==> src/hdl/hbts_pkg.sv <==
package hbts_pkg;

  localparam int unsigned CFG_IDX_W = 4;

  typedef enum logic [1:0] {
    MODE_START  = 2'd0,
    MODE_SUPPLY = 2'd1,
    MODE_TICK   = 2'd2
  } mode_e;

  typedef enum logic [CFG_IDX_W-1:0] {
    REG_CS0_BASE    = 4'd0,
    REG_CS1_BASE    = 4'd1,
    REG_SPLIT_MASK  = 4'd2,
    REG_MAX_BURST   = 4'd3,
    REG_TWO_D_EN    = 4'd4,
    REG_LINE_BYTES  = 4'd5,
    REG_LINE_STRIDE = 4'd6,
    REG_IRQ_EN      = 4'd7
  } cfg_reg_e;

  typedef enum logic [5:0] {
    PH_IDLE   = 6'b000001,
    PH_DELAY  = 6'b000010,
    PH_CS     = 6'b000100,
    PH_CA     = 6'b001000,
    PH_DATA   = 6'b010000,
    PH_CS_OFF = 6'b100000
  } phase_e;

  localparam logic [2:0] CA_BYTES   = 3'd6;
  localparam logic [2:0] WR_MAX     = 3'd4;

  typedef struct packed {
    logic [31:0] cs0_base;
    logic [31:0] cs1_base;
    logic [1:0]  burst_split_mask;
    logic [15:0] max_burst_bytes;
    logic        two_d_enable;
    logic [15:0] line_bytes;
    logic [31:0] line_stride;
    logic        irq_enable;
  } cfg_t;

  typedef struct packed {
    logic [1:0]  mode;
    logic [31:0] start_address;
    logic [19:0] total_bytes;
    logic        is_read;
    logic        register_space;
    logic [31:0] data_word;
    logic [19:0] chunk_bytes;
  } in_item_t;

  typedef struct packed {
    logic       byte_valid;
    logic [7:0] byte_value;
    logic       cs_change;
    logic       cs_index;
    logic       cs_level;
    logic       chunk_done;
    logic       need_chunk;
    logic       done_irq;
    logic       accepted;
  } out_item_t;

endpackage

==> src/hdl/hbts_ifs.sv <==
interface hbts_in_if;
  logic        valid;
  logic        ready;
  logic [1:0]  mode;
  logic [31:0] start_address;
  logic [19:0] total_bytes;
  logic        is_read;
  logic        register_space;
  logic [31:0] data_word;
  logic [19:0] chunk_bytes;

  modport source (output valid, mode, start_address, total_bytes, is_read,
                  register_space, data_word, chunk_bytes, input ready);
  modport sink   (input valid, mode, start_address, total_bytes, is_read,
                  register_space, data_word, chunk_bytes, output ready);
endinterface

interface hbts_out_if;
  logic       valid;
  logic       ready;
  logic       byte_valid;
  logic [7:0] byte_value;
  logic       cs_change;
  logic       cs_index;
  logic       cs_level;
  logic       chunk_done;
  logic       need_chunk;
  logic       done_irq;
  logic       accepted;

  modport source (output valid, byte_valid, byte_value, cs_change, cs_index, cs_level,
                  chunk_done, need_chunk, done_irq, accepted, input ready);
  modport sink   (input valid, byte_valid, byte_value, cs_change, cs_index, cs_level,
                  chunk_done, need_chunk, done_irq, accepted, output ready);
endinterface

interface hbts_cfg_if;
  logic                           valid;
  logic                           ready;
  logic [hbts_pkg::CFG_IDX_W-1:0] reg_idx;
  logic [31:0]                    wdata;

  modport source (output valid, reg_idx, wdata, input ready);
  modport sink   (input valid, reg_idx, wdata, output ready);
endinterface

==> src/hdl/hbts_cfg_regs.sv <==
module hbts_cfg_regs (
  input  logic          clk,
  input  logic          rst_n,
  hbts_cfg_if.sink      cfg_ch,
  output hbts_pkg::cfg_t cfg
);

  hbts_pkg::cfg_t cfg_r;
  hbts_pkg::cfg_t cfg_nxt;

  assign cfg_ch.ready = 1'b1;
  assign cfg = cfg_r;

  always_comb begin
    cfg_nxt = cfg_r;
    if (cfg_ch.valid) begin
      case (cfg_ch.reg_idx)
        hbts_pkg::REG_CS0_BASE:    cfg_nxt.cs0_base         = cfg_ch.wdata;
        hbts_pkg::REG_CS1_BASE:    cfg_nxt.cs1_base         = cfg_ch.wdata;
        hbts_pkg::REG_SPLIT_MASK:  cfg_nxt.burst_split_mask = cfg_ch.wdata[1:0];
        hbts_pkg::REG_MAX_BURST:   cfg_nxt.max_burst_bytes  = cfg_ch.wdata[15:0];
        hbts_pkg::REG_TWO_D_EN:    cfg_nxt.two_d_enable     = cfg_ch.wdata[0];
        hbts_pkg::REG_LINE_BYTES:  cfg_nxt.line_bytes       = cfg_ch.wdata[15:0];
        hbts_pkg::REG_LINE_STRIDE: cfg_nxt.line_stride      = cfg_ch.wdata;
        hbts_pkg::REG_IRQ_EN:      cfg_nxt.irq_enable       = cfg_ch.wdata[0];
        default: ;
      endcase
    end
  end

  always_ff @(posedge clk) begin
    if (!rst_n) begin
      cfg_r <= '0;
    end else begin
      cfg_r <= cfg_nxt;
    end
  end

endmodule

==> src/hdl/hbts_cs_map.sv <==
module hbts_cs_map (
  input  logic [31:0] addr,
  input  logic [31:0] cs0_base,
  input  logic [31:0] cs1_base,
  output logic        cs,
  output logic [31:0] loc_addr
);

  logic        order_up;
  logic [31:0] hi_base;
  logic        above;

  // the higher base owns everything at or above it
  assign order_up = (cs1_base >= cs0_base);
  assign hi_base  = order_up ? cs1_base : cs0_base;
  assign above    = (addr >= hi_base);

  assign cs       = order_up ? above : ~above;
  assign loc_addr = above ? (addr - hi_base) : addr;

endmodule

==> src/hdl/hbts_seq_core.sv <==
module hbts_seq_core #(
  parameter int unsigned DELAY_TICKS = 72
) (
  input  logic                clk,
  input  logic                rst_n,
  input  logic                step,
  input  hbts_pkg::in_item_t  item,
  input  hbts_pkg::cfg_t      cfg,
  output hbts_pkg::out_item_t res
);

  localparam logic [6:0] DELAY_LOAD = 7'(DELAY_TICKS);

  hbts_pkg::phase_e phase_r, phase_nxt;
  logic [6:0]  delay_r, delay_nxt;
  logic [2:0]  ca_left_r, ca_left_nxt;
  logic [47:0] cmd_r, cmd_nxt;
  logic [31:0] chunk_word_r, chunk_word_nxt;
  logic [19:0] chunk_left_r, chunk_left_nxt;
  logic [19:0] xfer_left_r, xfer_left_nxt;
  logic [15:0] line_left_r, line_left_nxt;
  logic [31:0] line_start_r, line_start_nxt;
  logic [15:0] burst_left_r, burst_left_nxt;
  logic [31:0] cur_addr_r, cur_addr_nxt;
  logic        read_dir_r, read_dir_nxt;
  logic        space_r, space_nxt;

  logic        start_ok;
  logic [31:0] map_addr;
  logic        cs_cur;
  logic [31:0] loc_cur;
  logic [2:0]  ca_dec;
  logic [7:0]  ca_byte;
  logic [19:0] xfer_dec;
  logic [15:0] line_dec, burst_dec;
  logic        line_end;

  // a taken start reports the select of its own address
  assign start_ok = (item.mode == hbts_pkg::MODE_START) &&
                    (phase_r == hbts_pkg::PH_IDLE) && (xfer_left_r == '0);
  assign map_addr = start_ok ? item.start_address : cur_addr_r;

  hbts_cs_map u_map_cur (
    .addr     (map_addr),
    .cs0_base (cfg.cs0_base),
    .cs1_base (cfg.cs1_base),
    .cs       (cs_cur),
    .loc_addr (loc_cur)
  );

  assign ca_dec    = ca_left_r - 3'd1;
  assign xfer_dec  = xfer_left_r - 20'd1;
  assign line_dec  = line_left_r - 16'd1;
  assign burst_dec = burst_left_r - 16'd1;
  assign line_end  = (line_left_r != '0) && (line_dec == '0);

  always_comb begin
    case (ca_dec)
      3'd5:    ca_byte = cmd_r[47:40];
      3'd4:    ca_byte = cmd_r[39:32];
      3'd3:    ca_byte = cmd_r[31:24];
      3'd2:    ca_byte = cmd_r[23:16];
      3'd1:    ca_byte = cmd_r[15:8];
      3'd0:    ca_byte = cmd_r[7:0];
      default: ca_byte = '0;
    endcase
  end

  always_comb begin
    phase_nxt      = phase_r;
    delay_nxt      = delay_r;
    ca_left_nxt    = ca_left_r;
    cmd_nxt        = cmd_r;
    chunk_word_nxt = chunk_word_r;
    chunk_left_nxt = chunk_left_r;
    xfer_left_nxt  = xfer_left_r;
    line_left_nxt  = line_left_r;
    line_start_nxt = line_start_r;
    burst_left_nxt = burst_left_r;
    cur_addr_nxt   = cur_addr_r;
    read_dir_nxt   = read_dir_r;
    space_nxt      = space_r;
    res            = '0;
    res.cs_index   = cs_cur;

    case (item.mode)
      hbts_pkg::MODE_START: begin
        if (start_ok) begin
          res.accepted   = 1'b1;
          cur_addr_nxt   = item.start_address;
          line_start_nxt = item.start_address;
          xfer_left_nxt  = item.total_bytes;
          read_dir_nxt   = item.is_read;
          space_nxt      = item.register_space;
          line_left_nxt  = cfg.two_d_enable ? cfg.line_bytes : '0;
          chunk_left_nxt = '0;
          chunk_word_nxt = '0;
        end
      end
      hbts_pkg::MODE_SUPPLY: begin
        if (chunk_left_r == '0 && xfer_left_r != '0 && item.chunk_bytes != '0) begin
          res.accepted = 1'b1;
          if (read_dir_r) begin
            chunk_word_nxt = '0;
            chunk_left_nxt = item.chunk_bytes;
          end else begin
            chunk_word_nxt = item.data_word;
            chunk_left_nxt = (item.chunk_bytes > 20'(hbts_pkg::WR_MAX)) ?
                             20'(hbts_pkg::WR_MAX) : item.chunk_bytes;
          end
        end
      end
      hbts_pkg::MODE_TICK: begin
        unique case (phase_r)
          hbts_pkg::PH_IDLE: begin
            if (chunk_left_r != '0 && xfer_left_r != '0) begin
              phase_nxt      = hbts_pkg::PH_DELAY;
              delay_nxt      = DELAY_LOAD;
              ca_left_nxt    = hbts_pkg::CA_BYTES;
              cmd_nxt        = {read_dir_r, space_r, 1'b0, loc_cur[31:3], 13'd0, loc_cur[2:0]};
              burst_left_nxt = cfg.burst_split_mask[cs_cur] ? cfg.max_burst_bytes : '0;
            end
          end
          hbts_pkg::PH_DELAY: begin
            if (delay_r <= 7'd1) begin
              delay_nxt = '0;
              phase_nxt = hbts_pkg::PH_CS;
            end else begin
              delay_nxt = delay_r - 7'd1;
            end
          end
          hbts_pkg::PH_CS: begin
            phase_nxt     = hbts_pkg::PH_CA;
            res.cs_change = 1'b1;
            res.cs_level  = 1'b1;
          end
          hbts_pkg::PH_CA: begin
            if (ca_left_r == '0 || ca_left_r > hbts_pkg::CA_BYTES) begin
              ca_left_nxt = '0;
              phase_nxt   = hbts_pkg::PH_DATA;
            end else begin
              ca_left_nxt    = ca_dec;
              res.byte_valid = 1'b1;
              res.byte_value = ca_byte;
              if (ca_dec == '0) begin
                phase_nxt = hbts_pkg::PH_DATA;
              end
            end
          end
          hbts_pkg::PH_DATA: begin
            if (chunk_left_r != '0) begin
              if (xfer_left_r == '0) begin
                chunk_left_nxt = '0;
                phase_nxt      = hbts_pkg::PH_CS_OFF;
              end else begin
                res.byte_valid = 1'b1;
                res.byte_value = chunk_word_r[7:0];
                chunk_word_nxt = {8'd0, chunk_word_r[31:8]};
                chunk_left_nxt = chunk_left_r - 20'd1;
                xfer_left_nxt  = xfer_dec;
                if (xfer_dec == '0) begin
                  chunk_left_nxt = '0;
                  phase_nxt      = hbts_pkg::PH_CS_OFF;
                end else if (line_end) begin
                  // line end wins over a burst boundary in the same byte
                  cur_addr_nxt   = line_start_r + cfg.line_stride;
                  line_start_nxt = line_start_r + cfg.line_stride;
                  line_left_nxt  = cfg.line_bytes;
                  phase_nxt      = hbts_pkg::PH_CS_OFF;
                end else begin
                  if (line_left_r != '0) begin
                    line_left_nxt = line_dec;
                  end
                  if (burst_left_r != '0) begin
                    burst_left_nxt = burst_dec;
                    if (burst_dec == '0) begin
                      cur_addr_nxt   = cur_addr_r + 32'(cfg.max_burst_bytes);
                      burst_left_nxt = cfg.max_burst_bytes;
                      phase_nxt      = hbts_pkg::PH_CS_OFF;
                    end
                  end
                end
              end
              res.chunk_done = (chunk_left_nxt == '0);
            end
          end
          hbts_pkg::PH_CS_OFF: begin
            phase_nxt     = hbts_pkg::PH_IDLE;
            res.cs_change = 1'b1;
            res.done_irq  = (xfer_left_r == '0) && cfg.irq_enable;
          end
          default: phase_nxt = hbts_pkg::PH_IDLE;
        endcase
      end
      default: ;
    endcase

    res.need_chunk = (chunk_left_nxt == '0) && (xfer_left_nxt != '0);
  end

  always_ff @(posedge clk) begin
    if (!rst_n) begin
      phase_r      <= hbts_pkg::PH_IDLE;
      delay_r      <= '0;
      ca_left_r    <= '0;
      cmd_r        <= '0;
      chunk_word_r <= '0;
      chunk_left_r <= '0;
      xfer_left_r  <= '0;
      line_left_r  <= '0;
      line_start_r <= '0;
      burst_left_r <= '0;
      cur_addr_r   <= '0;
      read_dir_r   <= 1'b0;
      space_r      <= 1'b0;
    end else if (step) begin
      phase_r      <= phase_nxt;
      delay_r      <= delay_nxt;
      ca_left_r    <= ca_left_nxt;
      cmd_r        <= cmd_nxt;
      chunk_word_r <= chunk_word_nxt;
      chunk_left_r <= chunk_left_nxt;
      xfer_left_r  <= xfer_left_nxt;
      line_left_r  <= line_left_nxt;
      line_start_r <= line_start_nxt;
      burst_left_r <= burst_left_nxt;
      cur_addr_r   <= cur_addr_nxt;
      read_dir_r   <= read_dir_nxt;
      space_r      <= space_nxt;
    end
  end

endmodule

==> src/hdl/hyperbus_transfer_sequencer.sv <==
// Channel  | Dir | Handshake     | Carries
// in_ch    | in  | valid/ready   | mode, start/supply/tick request fields
// out_ch   | out | valid/ready   | one bus step result per request
// cfg_ch   | in  | valid/ready   | reg_idx, wdata (register write)
//
// Each request passes through the input register, then through the sequencer
// logic into the result register; 1 per cycle while out_ch is not stalled.
// The state update of one request is registered in the core and feeds the next.
// rst_n is synchronous; it clears valid flags, config, counters and the bus phase.
// A stalled result holds the pipe; in_ch.ready stays high while the input
// register is empty or drains into the result register this cycle.
module hyperbus_transfer_sequencer #(
  parameter int unsigned DELAY_TICKS = 72
) (
  input  logic       clk,
  input  logic       rst_n,
  hbts_in_if.sink    in_ch,
  hbts_out_if.source out_ch,
  hbts_cfg_if.sink   cfg_ch
);

  hbts_pkg::cfg_t      cfg;
  hbts_pkg::in_item_t  in_r;
  logic                in_vld_r;
  hbts_pkg::out_item_t out_r;
  hbts_pkg::out_item_t res;
  logic                out_vld_r;
  logic                process;
  logic                in_fire;

  hbts_cfg_regs u_cfg (
    .clk    (clk),
    .rst_n  (rst_n),
    .cfg_ch (cfg_ch),
    .cfg    (cfg)
  );

  hbts_seq_core #(
    .DELAY_TICKS (DELAY_TICKS)
  ) u_core (
    .clk   (clk),
    .rst_n (rst_n),
    .step  (process),
    .item  (in_r),
    .cfg   (cfg),
    .res   (res)
  );

  assign process     = in_vld_r && (!out_vld_r || out_ch.ready);
  assign in_ch.ready = !in_vld_r || process;
  assign in_fire     = in_ch.valid && in_ch.ready;

  always_ff @(posedge clk) begin
    if (!rst_n) begin
      in_vld_r <= 1'b0;
    end else if (in_fire) begin
      in_vld_r <= 1'b1;
    end else if (process) begin
      in_vld_r <= 1'b0;
    end
  end

  always_ff @(posedge clk) begin
    if (in_fire) begin
      in_r.mode           <= in_ch.mode;
      in_r.start_address  <= in_ch.start_address;
      in_r.total_bytes    <= in_ch.total_bytes;
      in_r.is_read        <= in_ch.is_read;
      in_r.register_space <= in_ch.register_space;
      in_r.data_word      <= in_ch.data_word;
      in_r.chunk_bytes    <= in_ch.chunk_bytes;
    end
  end

  always_ff @(posedge clk) begin
    if (!rst_n) begin
      out_vld_r <= 1'b0;
    end else if (process) begin
      out_vld_r <= 1'b1;
    end else if (out_ch.ready) begin
      out_vld_r <= 1'b0;
    end
  end

  always_ff @(posedge clk) begin
    if (process) begin
      out_r <= res;
    end
  end

  assign out_ch.valid      = out_vld_r;
  assign out_ch.byte_valid = out_r.byte_valid;
  assign out_ch.byte_value = out_r.byte_value;
  assign out_ch.cs_change  = out_r.cs_change;
  assign out_ch.cs_index   = out_r.cs_index;
  assign out_ch.cs_level   = out_r.cs_level;
  assign out_ch.chunk_done = out_r.chunk_done;
  assign out_ch.need_chunk = out_r.need_chunk;
  assign out_ch.done_irq   = out_r.done_irq;
  assign out_ch.accepted   = out_r.accepted;

  a_process_fills_out: assert property (@(posedge clk) disable iff (!rst_n)
    process |=> out_vld_r)
    else $error("processed request did not reach result register");

  a_stall_keeps_input: assert property (@(posedge clk) disable iff (!rst_n)
    (in_vld_r && !process) |=> in_vld_r)
    else $error("stalled request dropped from input register");

  a_irq_on_release: assert property (@(posedge clk) disable iff (!rst_n)
    (out_vld_r && out_r.done_irq) |-> (out_r.cs_change && !out_r.cs_level))
    else $error("done_irq without chip select release");

  a_accept_no_bus: assert property (@(posedge clk) disable iff (!rst_n)
    (out_vld_r && out_r.accepted) |-> (!out_r.byte_valid && !out_r.cs_change))
    else $error("accepted request also drove the bus");

endmodule

==> src/flat_wrapper.sv <==
// flat-port wrapper written by rule: the top's interface ports become plain ports
module hyperbus_transfer_sequencer_flat 
#(
  parameter int unsigned DELAY_TICKS = 72
)
  (clk, rst_n, in_ch_valid, in_ch_mode, in_ch_start_address, in_ch_total_bytes, in_ch_is_read, in_ch_register_space, in_ch_data_word, in_ch_chunk_bytes, in_ch_ready, out_ch_valid, out_ch_byte_valid, out_ch_byte_value, out_ch_cs_change, out_ch_cs_index, out_ch_cs_level, out_ch_chunk_done, out_ch_need_chunk, out_ch_done_irq, out_ch_accepted, out_ch_ready, cfg_ch_valid, cfg_ch_reg_idx, cfg_ch_wdata, cfg_ch_ready);
  hbts_in_if in_ch_i ();
  hbts_out_if out_ch_i ();
  hbts_cfg_if cfg_ch_i ();
  input  logic clk;
  input  logic rst_n;
  input wire logic [$bits(in_ch_i.valid)-1:0] in_ch_valid;
  input wire logic [$bits(in_ch_i.mode)-1:0] in_ch_mode;
  input wire logic [$bits(in_ch_i.start_address)-1:0] in_ch_start_address;
  input wire logic [$bits(in_ch_i.total_bytes)-1:0] in_ch_total_bytes;
  input wire logic [$bits(in_ch_i.is_read)-1:0] in_ch_is_read;
  input wire logic [$bits(in_ch_i.register_space)-1:0] in_ch_register_space;
  input wire logic [$bits(in_ch_i.data_word)-1:0] in_ch_data_word;
  input wire logic [$bits(in_ch_i.chunk_bytes)-1:0] in_ch_chunk_bytes;
  output wire logic [$bits(in_ch_i.ready)-1:0] in_ch_ready;
  output wire logic [$bits(out_ch_i.valid)-1:0] out_ch_valid;
  output wire logic [$bits(out_ch_i.byte_valid)-1:0] out_ch_byte_valid;
  output wire logic [$bits(out_ch_i.byte_value)-1:0] out_ch_byte_value;
  output wire logic [$bits(out_ch_i.cs_change)-1:0] out_ch_cs_change;
  output wire logic [$bits(out_ch_i.cs_index)-1:0] out_ch_cs_index;
  output wire logic [$bits(out_ch_i.cs_level)-1:0] out_ch_cs_level;
  output wire logic [$bits(out_ch_i.chunk_done)-1:0] out_ch_chunk_done;
  output wire logic [$bits(out_ch_i.need_chunk)-1:0] out_ch_need_chunk;
  output wire logic [$bits(out_ch_i.done_irq)-1:0] out_ch_done_irq;
  output wire logic [$bits(out_ch_i.accepted)-1:0] out_ch_accepted;
  input wire logic [$bits(out_ch_i.ready)-1:0] out_ch_ready;
  input wire logic [$bits(cfg_ch_i.valid)-1:0] cfg_ch_valid;
  input wire logic [$bits(cfg_ch_i.reg_idx)-1:0] cfg_ch_reg_idx;
  input wire logic [$bits(cfg_ch_i.wdata)-1:0] cfg_ch_wdata;
  output wire logic [$bits(cfg_ch_i.ready)-1:0] cfg_ch_ready;
  assign in_ch_i.valid = in_ch_valid;
  assign in_ch_i.mode = in_ch_mode;
  assign in_ch_i.start_address = in_ch_start_address;
  assign in_ch_i.total_bytes = in_ch_total_bytes;
  assign in_ch_i.is_read = in_ch_is_read;
  assign in_ch_i.register_space = in_ch_register_space;
  assign in_ch_i.data_word = in_ch_data_word;
  assign in_ch_i.chunk_bytes = in_ch_chunk_bytes;
  assign in_ch_ready = in_ch_i.ready;
  assign out_ch_valid = out_ch_i.valid;
  assign out_ch_byte_valid = out_ch_i.byte_valid;
  assign out_ch_byte_value = out_ch_i.byte_value;
  assign out_ch_cs_change = out_ch_i.cs_change;
  assign out_ch_cs_index = out_ch_i.cs_index;
  assign out_ch_cs_level = out_ch_i.cs_level;
  assign out_ch_chunk_done = out_ch_i.chunk_done;
  assign out_ch_need_chunk = out_ch_i.need_chunk;
  assign out_ch_done_irq = out_ch_i.done_irq;
  assign out_ch_accepted = out_ch_i.accepted;
  assign out_ch_i.ready = out_ch_ready;
  assign cfg_ch_i.valid = cfg_ch_valid;
  assign cfg_ch_i.reg_idx = cfg_ch_reg_idx;
  assign cfg_ch_i.wdata = cfg_ch_wdata;
  assign cfg_ch_ready = cfg_ch_i.ready;
  hyperbus_transfer_sequencer #(.DELAY_TICKS(DELAY_TICKS)) u_core (.clk(clk), .rst_n(rst_n), .in_ch(in_ch_i), .out_ch(out_ch_i), .cfg_ch(cfg_ch_i));
endmodule
==> config.mk <==
export PLATFORM = sky130hd
export DESIGN_NAME = hyperbus_transfer_sequencer_flat
export DESIGN_NICKNAME = d
export VERILOG_FILES = /design/src/hdl/hbts_pkg.sv /design/src/hdl/hbts_ifs.sv /design/src/hdl/hbts_cfg_regs.sv /design/src/hdl/hbts_cs_map.sv /design/src/hdl/hbts_seq_core.sv /design/src/hdl/hyperbus_transfer_sequencer.sv /design/src/flat_wrapper.sv
export SDC_FILE = /design/constraint.sdc
export NUM_CORES = 1
export LEC_CHECK = 0
export BUFFER_PORTS_ARGS = -buffer_cell sky130_fd_sc_hd__buf_2
export CORE_MARGIN = 2
export CORE_UTILIZATION = 56
export CTS_BUF_LIST = sky130_fd_sc_hd__clkbuf_16
export DETAILED_ROUTE_END_ITERATION = 8
export PLACE_DENSITY = 0.77
export RECOVER_POWER = 25
export SYNTH_ARGS = -nofsm -noshare
export SYNTH_HDL_FRONTEND = slang
export SYNTH_HIERARCHICAL = 1
export SYNTH_SLANG_ARGS = --single-unit
==> constraint.sdc <==
create_clock -name clk -period 6.89 [get_ports clk]
set_clock_uncertainty 0.2 [all_clocks]
set_input_delay 0.3445 -clock clk [delete_from_list [all_inputs] [get_ports clk]]
set_output_delay 0.3445 -clock clk [all_outputs]
set_load 0.01 [all_outputs]
==> results_dict.tcl <==
set metrics [dict create \
    outcome "complete, but fails checks" \
    violations "max-capacitance violations, max-slew violations" \
    yosys_warnings 6 \
    start_util_pct 56.7 \
    clock_latency_ns 0.63 \
    fp.dieArea_um2 52500 \
    vias 26900 \
    grt_max_degree 123 \
    setup_tns_ns 0 \
    ctsRootBufferMaster "clkbuf_16" \
    final_util_pct 64.6 \
    syn_avg_cell_area_um2 8.57 \
    post-route-period-util_pct 94.4 \
    yosys.area.top_type_share_pct 25.0 \
    r2r_start "u_core/u_cfg/cfg[68]" \
    drv_slew 107 \
    synth.cell_area_um2 28400 \
    hp-start "cfg_ch_reg_idx[3]" \
    grt_use_total_pct 35.6 \
    synth-edff-count 124 \
    die_h_um 229 \
    firstDrtPassIters 6 \
    fp.dieW_um 229 \
    power.density_nw_per_um2 223 \
    dp_cells 3989 \
    cts_max_level 2 \
    final_cell_count_no_fill 4218 \
    path_delay_family "compound AO/OA/AOI/OAI gates" \
    rsz0062_at_grt "no" \
    worst_slew_pin_slew_ns 2.73 \
    p_leak_uw 0.0130 \
    cts_tree "built" \
    grt_pass1_vias 26000 \
    ant_nets 0 \
    dp_hpwl_um 67100 \
    drtIter0Drc 2731 \
    critPathMaxFanout 17 \
    synth_area_leaders "dfxtp_1, edfxtp_1, nand2_1" \
    synth.most_common_cell "nand2_1" \
    wirelength_um 96400 \
    synth-seq-cells 478 \
    crit_buf_inv 4 \
    grt_pass1_wl_um 148000 \
    drive_gt1_share_pct 9.59 \
    relSlewSlack_pct -82.2 \
    worstPathRequired_ns 7.17 \
    slowest_delay_ns 0.46 \
    worstSetupPathType "reg2reg" \
    globalplace.congestion 0.974 \
    cts_buffers 53 \
    clk_pin_slew_ns 0.06 \
    gr-total-overflow 0 \
    clockBufferDepth 3 \
    min_path_type "in2reg" \
    start_kind "flop" \
    fin_crit_ns 6.51 \
    startpoint "u_core/u_cfg/cfg[68]" \
    synthFlopType "dfxtp_1" \
    core_um2 50100 \
    via_per_inst 6.38 \
    wl_per_cell_um 22.9 \
    num_io_pins 168 \
    syn_inst 3312 \
    ys_types 115 \
    yosysTopAreaCell "dfxtp_1" \
    hold_ws_ns 0.0345 \
    fillCellCount 4186 \
    async_flop_share_pct 0 \
    cts_sinks 478 \
    syn-num-nets 3596 \
    setup_violations 0 \
    post-route-drc-count 0 \
    ys_seq_area_share_pct 38.1 \
    nets 3786 \
    ir_drop_uv 230 \
    crit_slowest_cell "fa_1" \
    cap_violations 3 \
    syn_to_final_growth_pct 14.0 \
    post_cts_buffers 0 \
    finalHoldViolations 0 \
    setup.worst_path.end_class "flop" \
    crit_top_cell "a21o_1" \
    synthTopCellsByCount "nand2_1, dfxtp_1, nor2_1, a21oi_1, mux2i_1" \
    antenna_found_initial 1 \
    port_buffers 166 \
    cp.arrival_ns 6.79 \
    rows 82 \
    fmax_ghz 0.154 \
]
-- worst register-to-register path: cells and delay by family (launching register included) --
family                   cells  cell delay [ns]
adder cells (fa/ha/maj)      3             0.89
flip-flops                   1             0.34
multiplexers                 2             0.54
AND/OR/NAND/NOR              2             0.20
buffers and inverters        4             0.53
XOR/XNOR                     1             0.23
AO/OA/AOI/OAI               17             3.43
-- final timing paths --
path / cells past startpoint / end / slack [ns]
max: 29 / u_core/u_core/burst_left_r[5] / 0.38
min reg2reg: 2 / u_core/u_core/chunk_word_r[26] / 0.25
min: 4 / u_core/u_cfg/cfg[67] / 0.03
max reg2reg: 29 / u_core/u_core/burst_left_r[5] / 0.38
-- routing by layer --
| metal | vias to the layer above | routed length [um] | track usage [%] | part of all wire (%) |
|---|---|---|---|---|
| li1 | 12400 | - | - | - |
| met1 | 12900 | 38600 | 45.0 | 40 |
| met2 | 1359 | 44500 | 58.5 | 46 |
| met3 | 298 | 7680 | 5.83 | 8.0 |
| met4 | 0 | 5590 | 19.1 | 5.8 |
| met5 | - | 0 | 0 | 0 |
-- flip-flops by register name (all words and copies together) (netlist names), 3 cells and up --
signal,cells
u_core/u_cfg/cfg,132
u_core/in_r,108
u_core/u_core/cmd_r,34
u_core/u_core/chunk_word_r,32
u_core/u_core/cur_addr_r,32
u_core/u_core/line_start_r,32
u_core/u_core/chunk_left_r,20
u_core/u_core/xfer_left_r,20
u_core/u_core/burst_left_r,16
u_core/u_core/line_left_r,16
u_core/out_ch.byte_value,8
u_core/u_core/delay_r,7
u_core/u_core/phase_r,6
u_core/u_core/ca_left_r,3
-- cell usage in the layout, fill, tap and decap left out, types with 35 or more instances in the layout --
master,synthesis,routed
dfxtp_1,354,354
ha_1,132,131
a31oi_1,36,35
nand4_1,36,36
a21oi_1,202,200
a21o_1,44,44
nor2_1,261,260
o211ai_1,41,41
a211oi_1,56,56
buf_2,32,138
xnor2_1,59,59
a22oi_1,46,46
nand3_1,68,68
o21ai_0,148,148
buf_4,9,40
edfxtp_1,124,124
mux2i_1,197,197
xor2_1,56,56
dlygate4sd3_1,0,130
nor3_1,98,98
nand2_1,576,576
inv_1,87,102
clkbuf_16,0,54
-- cells by family after synthesis --
group,count (synthesis),share of synthesized area [%]
compound gates,823,19.7
xor+xnor,115,3.55
fa+ha+maj,135,6.03
buf+inv,294,4.73
flops,478,38.1
mux,202,7.15
other cells,1,0.0132
simple gates,1264,20.7
-- layout make-up --
class / instances / area [um^2] / share of cell area, %
antenna: 1 / 2.50 / 0.00774
clock buffer: 54 / 1350 / 4.18
clock inverter: 44 / 272 / 0.839
inverter: 90 / 343 / 1.06
multi-input combinational: 2540 / 16300 / 50.4
sequential: 478 / 10800 / 33.4
tap: 672 / 841 / 2.60
timing repair buffer: 339 / 2420 / 7.47
-- report_power, final --
part           total [uW]  internal [uW]  switching [uW]
Sequential           3060           2980            75.8
Clock                2680           1460            1210
Combinational        1490            558             936
Total                7230           5000            2220
-- stage by stage --
stage / power (uW) / worst slack [ns] / instance area (um^2)
2_1_floorplan: 4100 / 0.337 / 28400
3_3_place_gp: 4490 / 0.344 / 29500
3_5_place_dp: 4500 / 0.255 / 29500
4_1_cts: 7210 / 0.208 / 32400
5_1_grt: 7490 / 0.132 / 32300
6_report: 7230 / 0.384 / 32300
-- what timing repair did --
action,4_1_cts,5_1_grt
hold buffers,130,0
endpoints found under the setup margin,0,3
resized for setup,0,1
hold endpoints to repair,153,0
Power figures use the tool's default switching activity.
